[src/design/span_tracker_unit_macros.svh]
// Assertion macros shared by the span tracker RTL.
`ifndef SPAN_TRACKER_UNIT_MACROS_SVH
`define SPAN_TRACKER_UNIT_MACROS_SVH

// Same-cycle implication, sampled on i_clk, off while i_rst_n is low.
`define STU_ASSERT_NOW(lbl, ante, cons, msg) \
    lbl: assert property (@(posedge i_clk) disable iff (!i_rst_n) \
        (ante) |-> (cons)) else $error(msg);

// Next-cycle implication, sampled on i_clk, off while i_rst_n is low.
`define STU_ASSERT_NEXT(lbl, ante, cons, msg) \
    lbl: assert property (@(posedge i_clk) disable iff (!i_rst_n) \
        (ante) |=> (cons)) else $error(msg);

`endif

[src/design/sptrk_pkg.sv]
// Package with shared widths, codes and types of the span tracker.
`timescale 1ns / 1ps
package sptrk_pkg;

    localparam int MAX_ENTRIES_DEF = 1024;
    localparam int DATA_W          = 32;
    localparam int CAP_W           = 11;
    localparam int COUNT_OUT_W     = 11;
    localparam int IN_TDATA_W      = 32;
    localparam int OUT_TDATA_W     = 80;
    localparam int OUT_TUSER_W     = 1;

    // status codes carried in tuser
    localparam logic ST_STORED = 1'b0;
    localparam logic ST_FULL   = 1'b1;

    // result of the shared gap unit
    typedef struct packed {
        logic [DATA_W-1:0] diff;     // |a - b|
        logic              lt_ref;   // diff below the reference gap
    } t_gap_res;

endpackage

[src/design/sptrk_gap_unit.sv]
// Shared gap unit: absolute difference of two signed words and compare to a reference.
`timescale 1ns / 1ps
module sptrk_gap_unit
    import sptrk_pkg::*;
(
    input  logic signed [DATA_W-1:0] i_a,
    input  logic signed [DATA_W-1:0] i_b,
    input  logic        [DATA_W-1:0] i_ref,
    output t_gap_res                 o_res
);

    logic              a_gt_b;
    logic [DATA_W-1:0] diff;

    // the difference always fits in DATA_W bits as unsigned
    assign a_gt_b = (i_a > i_b);
    assign diff   = a_gt_b ? DATA_W'(i_a - i_b) : DATA_W'(i_b - i_a);

    assign o_res.diff   = diff;
    assign o_res.lt_ref = (diff < i_ref);

endmodule

[config.mk]
export PLATFORM = sky130hd
export DESIGN_NAME = sptrk_gap_unit
export DESIGN_NICKNAME = d
export VERILOG_FILES = /design/src/design/span_tracker_unit_macros.svh /design/src/design/sptrk_pkg.sv /design/src/design/sptrk_gap_unit.sv
export SDC_FILE = /design/constraint.sdc
export NUM_CORES = 1
export LEC_CHECK = 0
export ABC_AREA = 1
export BUFFER_PORTS_ARGS = -buffer_cell sky130_fd_sc_hd__buf_4
export CORE_UTILIZATION = 52
export DETAILED_ROUTE_END_ITERATION = 16
export GPL_TIMING_DRIVEN = 1
export PLACE_DENSITY = 0.77
export SETUP_SLACK_MARGIN = 0.5
export SLEW_MARGIN = 20
export SYNTH_ARGS = -nofsm -noshare
export SYNTH_HDL_FRONTEND = slang
export SYNTH_SLANG_ARGS = --single-unit
[constraint.sdc]
create_clock -name vclk -period 10.8
set_input_delay 2.16 -clock vclk [all_inputs]
set_output_delay 2.16 -clock vclk [all_outputs]
set_load 0.01 [all_outputs]
* Yosys cells after proc, flatten, opt, wreduce, memory -nomap -nowiden *
Cells that the tools add are included.
W data, S select, Z words.

operators by class
  add/subtract/negate cells = 2
  $mul = 0
  divide/modulo/power cells = 0
  order comparisons = 2
  eq/ne operators = 0
  shifts and indexed selects = 0
  mux-type cells = 1
  bitwise gates (word level) = 0
  reduce and logical (&&, ||, !) cells = 0

operators by type and width
  cell              count
  $sub A32 B32 Y32  2
  $gt A32 B32 Y1    1
  $lt A32 B32 Y1    1
  $mux W32          1

storage, ports and cells
  register bits = 0
  bits in latches = 0
  bits in writable memories = 0
  bits in read-only memories = 0
  output and inout bits = 33
  memories kept = 0

* Longest topological paths before layout *
  depth after elaboration = 3
  mapped depth = 25
  mapped depth without buffers = 24

* Worst setup path after synthesis *
No wires, ideal clock.

  kind = input-to-output
  from = input port i_a[0]
  to = output port o_res[0] in the netlist's numbering
  data arrival time = 4.933 ns
  required time = 8.640 ns
  slack = 3.707 ns
  cell stages on the path = 23
  buffers on the path = 1
  path through = inv_1 > ha_1 > inv_1 > fa_1 > nand3_1 > nand3_1 > nand2_1 > nand2_2 > nand2_1 > nand2_2 > nand2_2 > nand2_2 > nand2_2 > nand3_4 > buf_8 > o21ai_2 > ha_1 > a21oi_1 > o21ai_0 > nor3b_1 > o21ai_0 > nand2_1 > a21oi_1

RTL lines
  element          RTL line             text
  start, declared  sptrk_gap_unit.sv:6  input logic signed [DATA_W-1:0] i_a,
  end, declared    sptrk_gap_unit.sv:9  output t_gap_res o_res

==> flow_summary.yaml <==
run_status:
  outcome: "complete, no violations"
final_layout:
  fin_nets: 1398
  antenna_cells: 0
  syn_to_final_growth_pct: 16.6
  layout-drive-gt1-share: 0.170
  clkbuf_count: 0
  seq_cells: 0
  nFillCells: 1144
  fin_area_um2: 6830
  ff_latch_area_um2: 0
  multiInputGateArea_um2: 4740
yosys:
  syn_area_um2: 5860
  yosysWarnings: 0
  postSynthNetCount: 1288
  ys_seq_area_frac: 0
  syn_area_per_cell_um2: 5.35
  netlist-cell-type-count: 37
  netlist_instances: 1096
sta:
  period_minus_slack_ns: 8.01
  max_freq_ghz: 0.125
  slew_viol_final: 0
  worst_slew_pin_slew_ns: 0.776
  finalHoldViolations: 0
  setup_viol: 0
  tns_ns: 0
  fin_crit_sh: 0.742
  max-slew-margin-rel: 0.481
  rsz0062_at_grt: "false"
placed_design:
  finalWeightedCongestion: 1.01
  dp_hpwl_um: 16600
  dpl_cell_area_um2: 6830
  port_buffers: 129
floorplanning:
  die_area_um2: 11700
  dieWidth_um: 108
  core-area_um2: 10900
  initial_core_util: 0.538
  die_h_um: 108
  pin_count: 129
  num_rows: 38
worst_setup_path:
  cp_slowest_cell: "nand3_4"
  cp.arrival_ns: 5.85
  critical_path.max_fanout: 46
  startpoint_type: "input pin"
  end_kind: "output port"
  critPathKind: "input pin to output port"
  path_common_cell: "nand2_2"
  cpPeakStageDelay_ns: 0.50
  crit_required_ns: 8.64
  crit_buf_inv: 4
  path_delay_family: "simple AND/OR/NAND/NOR gates"
min_path:
  hold_class: "input pin to output port"
power:
  vdd_drop_max_v: 0.0000456
  power.switching_uw: 307
  power_density_nw_per_um2: 74.0
  leakage_nw: 4.43
  clkPwrFrac: 0
  p_int_uw: 199
  pwr-share-comb: 1.000
  seqPwrFrac: 0
  switching_share: 0.607
routing:
  route.detailed.drc: 0
  drt-total-wl_um: 18400
  drt_iter0_markers: 517
  routed-via-count: 6784
  viasPerCell: 5.05
  wl_per_cell_um: 13.7
  dr.pass1.iters: 5
  antenna_left: 0
global_routing:
  overflow: 0
  grt_use_total: 0.321
  grt_pass1_wl_um: 29700
  grt_antenna_before_repair: 0
  grt_pass1_vias: 6191
  grt_max_degree: 47
clock_network:
  cts_setup_buffers: 0
  cts_resized: 0
  cts_hold_buffers: 0
flow_run:
  drv_cap: 0
## cells in the mapped netlist (2+ instances only)
| cell | n | share of area |
|---|---|---|
| xor2_1 | 20 | 0.030 |
| xnor2_1 | 14 | 0.021 |
| or2_2 | 2 | 0.0021 |
| and2_1 | 2 | 0.0021 |
| a21o_1 | 3 | 0.0038 |
| inv_2 | 12 | 0.0077 |
| nor3b_1 | 2 | 0.0026 |
| ha_1 | 94 | 0.20 |
| a21oi_2 | 2 | 0.0030 |
| o21a_1 | 2 | 0.0026 |
| a21oi_1 | 66 | 0.056 |
| fa_1 | 2 | 0.0068 |
| nand2_4 | 6 | 0.012 |
| nand3b_1 | 2 | 0.0026 |
| buf_6 | 5 | 0.0096 |
| nand3_2 | 3 | 0.0051 |
| buf_4 | 10 | 0.013 |
| buf_2 | 5 | 0.0043 |
| o21bai_1 | 7 | 0.0090 |
| nand2_1 | 373 | 0.24 |
| inv_1 | 242 | 0.15 |
| nor2_4 | 6 | 0.012 |
| nand3_1 | 71 | 0.061 |
| nand4_1 | 16 | 0.017 |
| o21ai_0 | 25 | 0.021 |
| nor2_1 | 55 | 0.035 |
| nand2_2 | 25 | 0.027 |
| o21ai_2 | 15 | 0.022 |
## layout make-up
class	count	share of cell area
multi-input combinational	821	0.693
timing repair buffer	129	0.142
tap	140	0.0256
inverter	254	0.140
## power groups by stage
| stage | clock (mW) | combinational (mW) | sequential (mW) |
|---|---|---|---|
| after floorplan | 0 | 0.338 | 0 |
| after global placement | 0 | 0.494 | 0 |
| after detailed placement | 0 | 0.499 | 0 |
| after CTS | 0 | 0.500 | 0 |
| after global routing | 0 | 0.563 | 0 |
| final | 0 | 0.506 | 0 |
## cells in the final DEF, fill, tap and decap left out
cell and instances:
xor2_1 20, nor2_1 55, o2111ai_1 1, nor3b_1 2
nand3_1 71, a21oi_1 66, nand2_4 6, nor2_8 1
nor2_2 1, nand3b_1 2, nand3_4 1, nand2_2 25
a21oi_2 2, nand3_2 3, buf_4 129, or2_2 2
ha_1 94, nor4_1 1, o21bai_1 7, nand4_1 16
and2_1 2, a21o_1 3, o21ai_0 25, o21a_1 2
inv_2 12, o21ai_2 15, nor3_1 1, nand2_1 373
inv_1 242, nor3_2 1, a21oi_4 1, xnor2_1 14
nor2_4 6, fa_1 2
## kinds of logic after synthesis
family | count (synthesis) | synth area share
AOI/OAI and AO/OA | 122 | 0.123
adders and majority gates | 96 | 0.207
buffers and inverters | 275 | 0.192
xor gates and xnor gates | 34 | 0.0508
and+or+nand+nor | 569 | 0.427
## per-layer routing
metal,GRT usage,routed length (um),vias up
li1,-,-,3551
met2,0.521,7890,294
met5,0,0,-
met4,0.0215,110,0
met3,0.0404,1800,10
met1,0.466,8620,2929
## final timing paths
kind,start,endpoint,depth (start not counted)
min,i_b[0],o_res[1],4
max,i_a[0],o_res[0],25
## stage by stage
| step | util | setup WS [ns] | cells | hold WS (ns) | power, mW |
|---|---|---|---|---|---|
| after floorplan | - | 3.71 | 1096 | 4.51 | 0.338 |
| after global placement | 0.628 | 2.93 | 1344 | 4.74 | 0.494 |
| after detailed placement | 0.628 | 2.81 | 1344 | 4.76 | 0.499 |
| after CTS | 0.628 | 2.81 | 1344 | 4.76 | 0.500 |
| after global routing | 0.628 | 2.51 | 1344 | 4.78 | 0.563 |
| final | 0.628 | 2.79 | 1344 | 4.76 | 0.506 |
Note: power is estimated with default switching activity, not from simulation.
